File: src/hdl/svf_pkg.sv
package svf_pkg;

    localparam int SAMPLE_W = 24;
    localparam int COEF_W   = 32;
    localparam int PROD_W   = 40;
    localparam int ACC_W    = 42;
    localparam int FRAC_W   = 24;
    localparam int INDEX_W  = 3;

    localparam logic [INDEX_W-1:0] REG_GT0      = 3'd0;
    localparam logic [INDEX_W-1:0] REG_GK0      = 3'd1;
    localparam logic [INDEX_W-1:0] REG_GT1      = 3'd2;
    localparam logic [INDEX_W-1:0] REG_GK1      = 3'd3;
    localparam logic [INDEX_W-1:0] REG_GT2      = 3'd4;
    localparam logic [INDEX_W-1:0] REG_MIX_HIGH = 3'd5;
    localparam logic [INDEX_W-1:0] REG_MIX_BAND = 3'd6;
    localparam logic [INDEX_W-1:0] REG_MIX_LOW  = 3'd7;

    typedef enum logic [3:0] {
        MUL_NONE,
        MUL_GT0_T0,
        MUL_GK0_IC1,
        MUL_GT1_T0,
        MUL_GK1_IC1,
        MUL_GT2_T0,
        MUL_GT1_IC1,
        MUL_MH_V0,
        MUL_MB_V1,
        MUL_ML_V2
    } mul_sel_t;

    typedef enum logic [1:0] {
        ACC_HOLD,
        ACC_LOAD,
        ACC_ADD
    } acc_op_t;

    typedef enum logic [2:0] {
        ST_NONE,
        ST_T0,
        ST_V0,
        ST_T1,
        ST_T2,
        ST_STATE,
        ST_OUT
    } st_op_t;

    typedef struct packed {
        mul_sel_t mul_sel;
        acc_op_t  acc_op;
        st_op_t   st_op;
    } svf_cmd_t;

    localparam logic signed [ACC_W-1:0] S32_MAX = 42'sd2147483647;
    localparam logic signed [ACC_W-1:0] S32_MIN = -42'sd2147483648;
    localparam logic signed [ACC_W-1:0] S24_MAX = 42'sd8388607;
    localparam logic signed [ACC_W-1:0] S24_MIN = -42'sd8388608;

    function automatic logic signed [COEF_W-1:0] sat32(input logic signed [ACC_W-1:0] x);
        logic signed [COEF_W-1:0] r;
        if (x > S32_MAX)
        begin
            r = S32_MAX[COEF_W-1:0];
        end
        else if (x < S32_MIN)
        begin
            r = S32_MIN[COEF_W-1:0];
        end
        else
        begin
            r = x[COEF_W-1:0];
        end
        return r;
    endfunction

    function automatic logic signed [SAMPLE_W-1:0] sat24(input logic signed [ACC_W-1:0] x);
        logic signed [SAMPLE_W-1:0] r;
        if (x > S24_MAX)
        begin
            r = S24_MAX[SAMPLE_W-1:0];
        end
        else if (x < S24_MIN)
        begin
            r = S24_MIN[SAMPLE_W-1:0];
        end
        else
        begin
            r = x[SAMPLE_W-1:0];
        end
        return r;
    endfunction

endpackage

File: src/hdl/svf_stream_if.sv
interface svf_in_if
    import svf_pkg::*;
();
    logic                       valid;
    logic                       ready;
    logic signed [SAMPLE_W-1:0] sample_in;

    modport source (output valid, output sample_in, input ready);
    modport sink (input valid, input sample_in, output ready);
endinterface

interface svf_out_if
    import svf_pkg::*;
();
    logic                       valid;
    logic                       ready;
    logic signed [SAMPLE_W-1:0] sample_out;

    modport source (output valid, output sample_out, input ready);
    modport sink (input valid, input sample_out, output ready);
endinterface

File: src/hdl/tpt_state_variable_filter.sv
// Channel   Direction  Payload                 Transfer
// in_ch     sink       sample_in  (24b, Q1.23)  valid && ready
// out_ch    source     sample_out (24b, Q1.23)  valid && ready
// cfg       write      cfg_index, cfg_data     cfg_we
//
// Each sample runs through nine products that share a single 32x32 multiplier,
// issued one after another as the controller steps through its states.
// A new sample is taken only once the previous one has left its final step.
// Reset clears the coefficients, mix weights and both integrators.
// A result that is not taken stalls the next sample in its final step only.
module tpt_state_variable_filter
    import svf_pkg::*;
(
    input  logic               clk,
    input  logic               rst_n,
    svf_in_if.sink             in_ch,
    svf_out_if.source          out_ch,
    input  logic               cfg_we,
    input  logic [INDEX_W-1:0] cfg_index,
    input  logic [COEF_W-1:0]  cfg_data
);

    svf_cmd_t cmd;

    svf_controller u_ctrl (
        .clk       (clk),
        .rst_n     (rst_n),
        .in_valid  (in_ch.valid),
        .in_ready  (in_ch.ready),
        .out_valid (out_ch.valid),
        .out_ready (out_ch.ready),
        .cmd       (cmd)
    );

    svf_datapath u_dp (
        .clk        (clk),
        .rst_n      (rst_n),
        .cmd        (cmd),
        .sample_in  (in_ch.sample_in),
        .cfg_we     (cfg_we),
        .cfg_index  (cfg_index),
        .cfg_data   (cfg_data),
        .sample_out (out_ch.sample_out)
    );

endmodule

File: src/hdl/svf_datapath.sv
module svf_datapath
    import svf_pkg::*;
(
    input  logic                       clk,
    input  logic                       rst_n,
    input  svf_cmd_t                   cmd,
    input  logic signed [SAMPLE_W-1:0] sample_in,
    input  logic                       cfg_we,
    input  logic [INDEX_W-1:0]         cfg_index,
    input  logic [COEF_W-1:0]          cfg_data,
    output logic signed [SAMPLE_W-1:0] sample_out
);

    logic signed [COEF_W-1:0] gt0_reg, gk0_reg, gt1_reg, gk1_reg, gt2_reg;
    logic signed [COEF_W-1:0] mh_reg, mb_reg, ml_reg;
    logic signed [COEF_W-1:0] ic1_reg, ic2_reg;
    logic signed [COEF_W-1:0] t0_reg, t1_reg, t2_reg, v0_reg, v1_reg, v2_reg;
    logic signed [PROD_W-1:0] prod_reg, prod_next;
    logic signed [ACC_W-1:0]  acc_reg;
    logic signed [SAMPLE_W-1:0] sample_out_reg;

    logic signed [COEF_W-1:0]   mul_a, mul_b;
    logic signed [2*COEF_W-1:0] prod_full, prod_rnd;
    logic signed [ACC_W-1:0]    prod_ext, acc_diff, acc_sum;
    logic signed [ACC_W-1:0]    t0_wide, v1_wide, v2_wide, ic1_wide, ic2_wide, out_wide;

    always_comb
    begin
        unique case (cmd.mul_sel)
            MUL_GT0_T0:  begin mul_a = gt0_reg; mul_b = t0_reg;  end
            MUL_GK0_IC1: begin mul_a = gk0_reg; mul_b = ic1_reg; end
            MUL_GT1_T0:  begin mul_a = gt1_reg; mul_b = t0_reg;  end
            MUL_GK1_IC1: begin mul_a = gk1_reg; mul_b = ic1_reg; end
            MUL_GT2_T0:  begin mul_a = gt2_reg; mul_b = t0_reg;  end
            MUL_GT1_IC1: begin mul_a = gt1_reg; mul_b = ic1_reg; end
            MUL_MH_V0:   begin mul_a = mh_reg;  mul_b = v0_reg;  end
            MUL_MB_V1:   begin mul_a = mb_reg;  mul_b = v1_reg;  end
            MUL_ML_V2:   begin mul_a = ml_reg;  mul_b = v2_reg;  end
            default:     begin mul_a = '0;      mul_b = '0;      end
        endcase
    end

    // Full product with round half up, then an arithmetic shift by the fraction width.
    assign prod_full = mul_a * mul_b;
    assign prod_rnd  = prod_full + (64'sd1 <<< (FRAC_W - 1));
    assign prod_next = prod_rnd[2*COEF_W-1:FRAC_W];

    assign prod_ext = {{(ACC_W-PROD_W){prod_reg[PROD_W-1]}}, prod_reg};
    assign acc_diff = acc_reg - prod_ext;
    assign acc_sum  = acc_reg + prod_ext;

    assign t0_wide  = {{(ACC_W-SAMPLE_W-1){sample_in[SAMPLE_W-1]}}, sample_in, 1'b0}
                    - {{(ACC_W-COEF_W){ic2_reg[COEF_W-1]}}, ic2_reg};
    assign v1_wide  = {{(ACC_W-COEF_W){ic1_reg[COEF_W-1]}}, ic1_reg}
                    + {{(ACC_W-COEF_W){t1_reg[COEF_W-1]}}, t1_reg};
    assign v2_wide  = {{(ACC_W-COEF_W){ic2_reg[COEF_W-1]}}, ic2_reg}
                    + {{(ACC_W-COEF_W){t2_reg[COEF_W-1]}}, t2_reg};
    assign ic1_wide = v1_wide + {{(ACC_W-COEF_W){t1_reg[COEF_W-1]}}, t1_reg};
    assign ic2_wide = v2_wide + {{(ACC_W-COEF_W){t2_reg[COEF_W-1]}}, t2_reg};
    assign out_wide = (acc_reg + 42'sd1) >>> 1;

    always_ff @(posedge clk or negedge rst_n)
    begin
        if (!rst_n)
        begin
            gt0_reg <= '0;
            gk0_reg <= '0;
            gt1_reg <= '0;
            gk1_reg <= '0;
            gt2_reg <= '0;
            mh_reg  <= '0;
            mb_reg  <= '0;
            ml_reg  <= '0;
            ic1_reg <= '0;
            ic2_reg <= '0;
        end
        else
        begin
            if (cfg_we)
            begin
                unique case (cfg_index)
                    REG_GT0:      gt0_reg <= cfg_data;
                    REG_GK0:      gk0_reg <= cfg_data;
                    REG_GT1:      gt1_reg <= cfg_data;
                    REG_GK1:      gk1_reg <= cfg_data;
                    REG_GT2:      gt2_reg <= cfg_data;
                    REG_MIX_HIGH: mh_reg  <= cfg_data;
                    REG_MIX_BAND: mb_reg  <= cfg_data;
                    REG_MIX_LOW:  ml_reg  <= cfg_data;
                    default:      ;
                endcase
            end
            if (cmd.st_op == ST_STATE)
            begin
                ic1_reg <= sat32(ic1_wide);
                ic2_reg <= sat32(ic2_wide);
            end
        end
    end

    always_ff @(posedge clk)
    begin
        if (cmd.mul_sel != MUL_NONE)
        begin
            prod_reg <= prod_next;
        end
        unique case (cmd.acc_op)
            ACC_LOAD: acc_reg <= prod_ext;
            ACC_ADD:  acc_reg <= acc_sum;
            default:  ;
        endcase
        unique case (cmd.st_op)
            ST_T0:    t0_reg <= sat32(t0_wide);
            ST_V0:    v0_reg <= sat32(acc_diff);
            ST_T1:    t1_reg <= sat32(acc_diff);
            ST_T2:    t2_reg <= sat32(acc_sum);
            ST_STATE:
            begin
                v1_reg <= sat32(v1_wide);
                v2_reg <= sat32(v2_wide);
            end
            ST_OUT:   sample_out_reg <= sat24(out_wide);
            default:  ;
        endcase
    end

    assign sample_out = sample_out_reg;

endmodule

File: src/hdl/svf_controller.sv
module svf_controller
    import svf_pkg::*;
(
    input  logic     clk,
    input  logic     rst_n,
    input  logic     in_valid,
    output logic     in_ready,
    output logic     out_valid,
    input  logic     out_ready,
    output svf_cmd_t cmd
);

    typedef enum logic [3:0] {
        S_IDLE,
        S_GT0T0,
        S_GK0IC1,
        S_GT1T0,
        S_GK1IC1,
        S_GT2T0,
        S_GT1IC1,
        S_MHV0,
        S_STATE,
        S_MBV1,
        S_MLV2,
        S_SUM,
        S_OUT
    } state_t;

    state_t state_reg;
    logic   out_valid_reg;
    logic   out_free;

    assign in_ready  = (state_reg == S_IDLE);
    assign out_valid = out_valid_reg;
    assign out_free  = !out_valid_reg || out_ready;

    always_comb
    begin
        cmd = '{mul_sel: MUL_NONE, acc_op: ACC_HOLD, st_op: ST_NONE};
        unique case (state_reg)
            S_IDLE:   cmd.st_op = in_valid ? ST_T0 : ST_NONE;
            S_GT0T0:  cmd.mul_sel = MUL_GT0_T0;
            S_GK0IC1: cmd = '{mul_sel: MUL_GK0_IC1, acc_op: ACC_LOAD, st_op: ST_NONE};
            S_GT1T0:  cmd = '{mul_sel: MUL_GT1_T0, acc_op: ACC_HOLD, st_op: ST_V0};
            S_GK1IC1: cmd = '{mul_sel: MUL_GK1_IC1, acc_op: ACC_LOAD, st_op: ST_NONE};
            S_GT2T0:  cmd = '{mul_sel: MUL_GT2_T0, acc_op: ACC_HOLD, st_op: ST_T1};
            S_GT1IC1: cmd = '{mul_sel: MUL_GT1_IC1, acc_op: ACC_LOAD, st_op: ST_NONE};
            S_MHV0:   cmd = '{mul_sel: MUL_MH_V0, acc_op: ACC_HOLD, st_op: ST_T2};
            S_STATE:  cmd = '{mul_sel: MUL_NONE, acc_op: ACC_LOAD, st_op: ST_STATE};
            S_MBV1:   cmd.mul_sel = MUL_MB_V1;
            S_MLV2:   cmd = '{mul_sel: MUL_ML_V2, acc_op: ACC_ADD, st_op: ST_NONE};
            S_SUM:    cmd.acc_op = ACC_ADD;
            S_OUT:    cmd.st_op = out_free ? ST_OUT : ST_NONE;
            default:  ;
        endcase
    end

    always_ff @(posedge clk or negedge rst_n)
    begin
        if (!rst_n)
        begin
            state_reg     <= S_IDLE;
            out_valid_reg <= 1'b0;
        end
        else
        begin
            if (out_valid_reg && out_ready)
            begin
                out_valid_reg <= 1'b0;
            end
            unique case (state_reg)
                S_IDLE:   state_reg <= in_valid ? S_GT0T0 : S_IDLE;
                S_GT0T0:  state_reg <= S_GK0IC1;
                S_GK0IC1: state_reg <= S_GT1T0;
                S_GT1T0:  state_reg <= S_GK1IC1;
                S_GK1IC1: state_reg <= S_GT2T0;
                S_GT2T0:  state_reg <= S_GT1IC1;
                S_GT1IC1: state_reg <= S_MHV0;
                S_MHV0:   state_reg <= S_STATE;
                S_STATE:  state_reg <= S_MBV1;
                S_MBV1:   state_reg <= S_MLV2;
                S_MLV2:   state_reg <= S_SUM;
                S_SUM:    state_reg <= S_OUT;
                S_OUT:
                begin
                    if (out_free)
                    begin
                        out_valid_reg <= 1'b1;
                        state_reg     <= S_IDLE;
                    end
                end
                default:  state_reg <= S_IDLE;
            endcase
        end
    end

endmodule

File: src/flat_wrapper.sv
// flat-port wrapper written by rule: the top's interface ports become plain ports
module tpt_state_variable_filter_flat import svf_pkg::*;
  (clk, rst_n, cfg_we, cfg_index, cfg_data, in_ch_valid, in_ch_sample_in, in_ch_ready, out_ch_valid, out_ch_sample_out, out_ch_ready);
  svf_in_if in_ch_i ();
  svf_out_if out_ch_i ();
  input  logic clk;
  input  logic rst_n;
  input  logic cfg_we;
  input  logic [INDEX_W-1:0] cfg_index;
  input  logic [COEF_W-1:0] cfg_data;
  input wire logic [$bits(in_ch_i.valid)-1:0] in_ch_valid;
  input wire logic [$bits(in_ch_i.sample_in)-1:0] in_ch_sample_in;
  output wire logic [$bits(in_ch_i.ready)-1:0] in_ch_ready;
  output wire logic [$bits(out_ch_i.valid)-1:0] out_ch_valid;
  output wire logic [$bits(out_ch_i.sample_out)-1:0] out_ch_sample_out;
  input wire logic [$bits(out_ch_i.ready)-1:0] out_ch_ready;
  assign in_ch_i.valid = in_ch_valid;
  assign in_ch_i.sample_in = in_ch_sample_in;
  assign in_ch_ready = in_ch_i.ready;
  assign out_ch_valid = out_ch_i.valid;
  assign out_ch_sample_out = out_ch_i.sample_out;
  assign out_ch_i.ready = out_ch_ready;
  tpt_state_variable_filter u_core (.clk(clk), .rst_n(rst_n), .in_ch(in_ch_i), .out_ch(out_ch_i), .cfg_we(cfg_we), .cfg_index(cfg_index), .cfg_data(cfg_data));
endmodule
File: config.mk
export PLATFORM = sky130hd
export DESIGN_NAME = tpt_state_variable_filter_flat
export DESIGN_NICKNAME = d
export VERILOG_FILES = /design/src/hdl/svf_pkg.sv /design/src/hdl/svf_stream_if.sv /design/src/hdl/tpt_state_variable_filter.sv /design/src/hdl/svf_datapath.sv /design/src/hdl/svf_controller.sv /design/src/flat_wrapper.sv
export SDC_FILE = /design/constraint.sdc
export NUM_CORES = 2
export LEC_CHECK = 0
export BUFFER_PORTS_ARGS = -buffer_cell sky130_fd_sc_hd__buf_2
export CORE_ASPECT_RATIO = 1.5
export CORE_MARGIN = 2
export CORE_UTILIZATION = 48
export CTS_BUF_LIST = sky130_fd_sc_hd__clkbuf_8
export DETAILED_ROUTE_END_ITERATION = 10
export HOLD_SLACK_MARGIN = 0.12
export PLACE_DENSITY = 0.66
export SLEW_MARGIN = 20
export SYNTH_ARGS = -nofsm -noshare
export SYNTH_HDL_FRONTEND = slang
export SYNTH_SLANG_ARGS = --single-unit
File: constraint.sdc
create_clock -name clk -period 10.9 [get_ports clk]
set_input_delay 0.545 -clock clk [delete_from_list [all_inputs] [get_ports clk]]
set_output_delay 0.545 -clock clk [all_outputs]
set_load 0.01 [all_outputs]
==> flow_summary.yaml <==
routing:
  detail_route.first_pass.iterations: 6
  vias_per_cell: 5.83
  postRouteAntennaNets: 0
  met2WireLength_um: 128000
  route.vias.total: 57900
  top_layer_in_use: "met5"
  route.detailed.wl_per_inst_um: 25.4
  first_iter_violations: 4407
  remaining_drc_errors: 0
  routed_wl_um: 252000
  met3RoutedLength_um: 15900
  wire_length_on_met1_um: 88200
yosys:
  synthesized_cell_area_um2: 74200
  mapped_cells: 7689
  synth-main-ff-cell: "dfrtp_1"
  post_synth.cell_area_avg_um2: 9.65
  syn-num-nets: 9265
  synth_async_sr_flop_share: 0.522
  synthTopCellsByArea: "fa_1, edfxtp_1, dfrtp_1"
  synth-warning-count: 0
  yosys.area.top_type_share: 0.294
  synth_sequential_area_ratio: 0.230
  yosys.area.top_type: "fa_1"
  synth-seq-cells: 623
  ys_types: 104
  synth_enable_flop_cells: 298
global_route:
  grt_start_max_net_pins: 148
  grt_first_pass_wirelength_um: 382000
  grt_pass1_vias: 61800
  grt_antenna_before_repair: 8
  grt_usage: 0.324
  globalRoute.totalOverflow: 0
final_layout:
  commonest_cells_after_routing_fill_and_taps_aside: "inv_1, fa_1, nand2_1"
  layout.filler_cells: 14000
  post_route_cells_drive_above_1_share: 0.108
  layout.nets: 9365
  final_core_utilization: 0.525
  layout.cells.most_common: "inv_1"
  flow.area_growth_from_synthesis_pct: 8.62
  largest_reg_flops: 42
sta:
  worstMarginPinSlew_ns: 1.22
  finClkSkew_ns: 0.0766
  max_freq_mhz: 95.0
  grt_setup_unrepaired: "false"
  timing.final.hold_violations: 0
  setup_viol: 0
  slew_headroom: 0.186
  totalNegativeSetupSlack_ns: 0
  timing.final.max_slew_violations: 0
  timing.final.crit_period_ns: 10.53
  layout_worst_path_cycle_share: 0.966
place:
  gpl.final_weighted_congestion: 0.982
  port-buffer-count: 89
  hpwl_um: 204000
cts:
  ctsRootBufferMaster: "clkbuf_8"
  clock_tree_from_tritoncts: "done"
  htree_num_levels: 3
  cts-buffers-inserted: 102
  clock_sink_count: 623
  cts-root-to-sink-buffers: 3
  clock_insertion_delay_worst_skew_ns: 0.92
  cts.reportedPaths.clkPinSlew_ns: 0.07
setup_path:
  crit_fanout: 33
  data_required_time_of_the_worst_path_ns: 11.50
  crit_path_start_kind: "flip-flop"
  largest_stage_delay_on_the_critical_path_ns: 0.79
  critical_path.startpoint: "u_core.u_ctrl.state_reg[1]$_DFFE_PN0P_"
  crit_path_frequent_cell: "fa_1"
  timing.critical_path.slowest_stage_cell: "a221oi_4"
  path_class: "reg -> reg"
  endpoint_kind: "flip-flop"
  cp_data_arrival_time_ns: 11.13
  launch_point_of_the_worst_reg_to_reg_path: "u_core.u_ctrl.state_reg[1]$_DFFE_PN0P_"
floorplan:
  chipWidth_um: 325
  core-area_um2: 153000
  ios: 90
  die_h_um: 486
  initial_utilization: 0.484
  num_rows: 176
  die_area_um2: 158000
flow_run:
  max_cap_viol_count: 0
min_path:
  hp-start: "in_ch_sample_in[4]"
  worstHoldPathType: "in -> reg"
status:
  outcome: "finished clean"
area by class of cell:
cell class                      instances  area, um^2  share of cell area
Multi-Input combinational cell       5450       51600               0.640
Sequential cell                       623       17100               0.212
Inverter                             1263        4740              0.0588
Timing Repair Buffer                  349        2600              0.0322
Tap cell                             2047        2560              0.0318
Clock buffer                          112        1540              0.0191
Clock inverter                         76         495             0.00615
Antenna cell                            7        17.5            0.000217
path summary, 6_finish.rpt:
check | cells past startpoint | to | slack [ns]
min reg2reg | 1 | u_core.u_dp.ml_reg[3]$_DFFE_PN0P_ | 0.51
min in group asynchronous | 2 | u_core.u_dp.ic2_reg[6]$_DFFE_PN0N_ | 0.33
max in group asynchronous | 4 | u_core.u_dp.gt1_reg[26]$_DFFE_PN0P_ | 8.40
min | 5 | u_core.u_dp.t0_reg[5]$_SDFFCE_PN1N_ | 0.30
max | 30 | u_core.u_dp.prod_reg[37]$_DFFE_PP_ | 0.37
max reg2reg | 30 | u_core.u_dp.prod_reg[37]$_DFFE_PP_ | 0.37
cells in the mapped netlist, drive strengths merged (22+ instances only):
library cell	number
a211o	37
nand2	803
o21bai	43
a221o	79
xnor2	207
o21a	52
nor3	49
a22o	32
maj3	63
o31ai	24
a211oi	55
nand4	48
nand3	69
nand2b	69
o21ai	221
mux2	258
a21oi	336
a22oi	112
fa	1089
and3	26
xor2	77
and2	34
or2	22
buf	39
edfxtp	298
ha	423
clkbuf	315
a21o	132
inv	1261
or3	25
a31oi	34
nor2	730
nor2b	45
dfrtp	325
stage by stage:
stage	hold slack, ns	instances	cell area (um^2)	setup WS [ns]
2_1_floorplan	0.249	7689	74200	0.424
3_3_place_gp	0.486	9692	78100	0.346
3_5_place_dp	0.494	9693	78100	0.384
4_1_cts	0.233	9916	80500	0.301
5_1_grt	0.314	9924	80600	0.0188
6_report	0.296	9927	80600	0.371
layer usage:
layer	GRT usage	vias up
li1	-	25300
met1	0.357	29500
met2	0.574	2332
met3	0.0536	770
met4	0.214	8
met5	0	-
kinds of logic (layout without fill, tap and decap cells):
family                   after synthesis  count (layout)  synth area share
AO/OA/AOI/OAI                       1310            1310             0.121
XOR/XNOR                             284             284            0.0335
adder cells (fa/ha/maj)             1575            1575             0.374
buffers and inverters               1617            1800            0.0823
flip-flops                           623             623             0.230
multiplexers                         266             266            0.0403
other                                  0               7                 0
AND/OR/NAND/NOR                     2014            2015             0.119
repair_timing:
action,CTS,global route
endpoints found under the setup margin,0,6
setup buffers,0,2
gates resized for setup,0,4
hold buffers,35,0
hold endpoints to repair,357,0
worst max-delay path: cells and delay by family (launching register included):
kind	cells	cell delay [ns]
flops	1	0.53
buf+inv	5	1.09
fa+ha+maj	9	4.38
compound gates	11	3.02
xor+xnor	1	0.09
simple gates	4	1.08
Power is not shown: default switching activity piles up to over one toggle a cycle in this logic, so the estimate is an artifact.
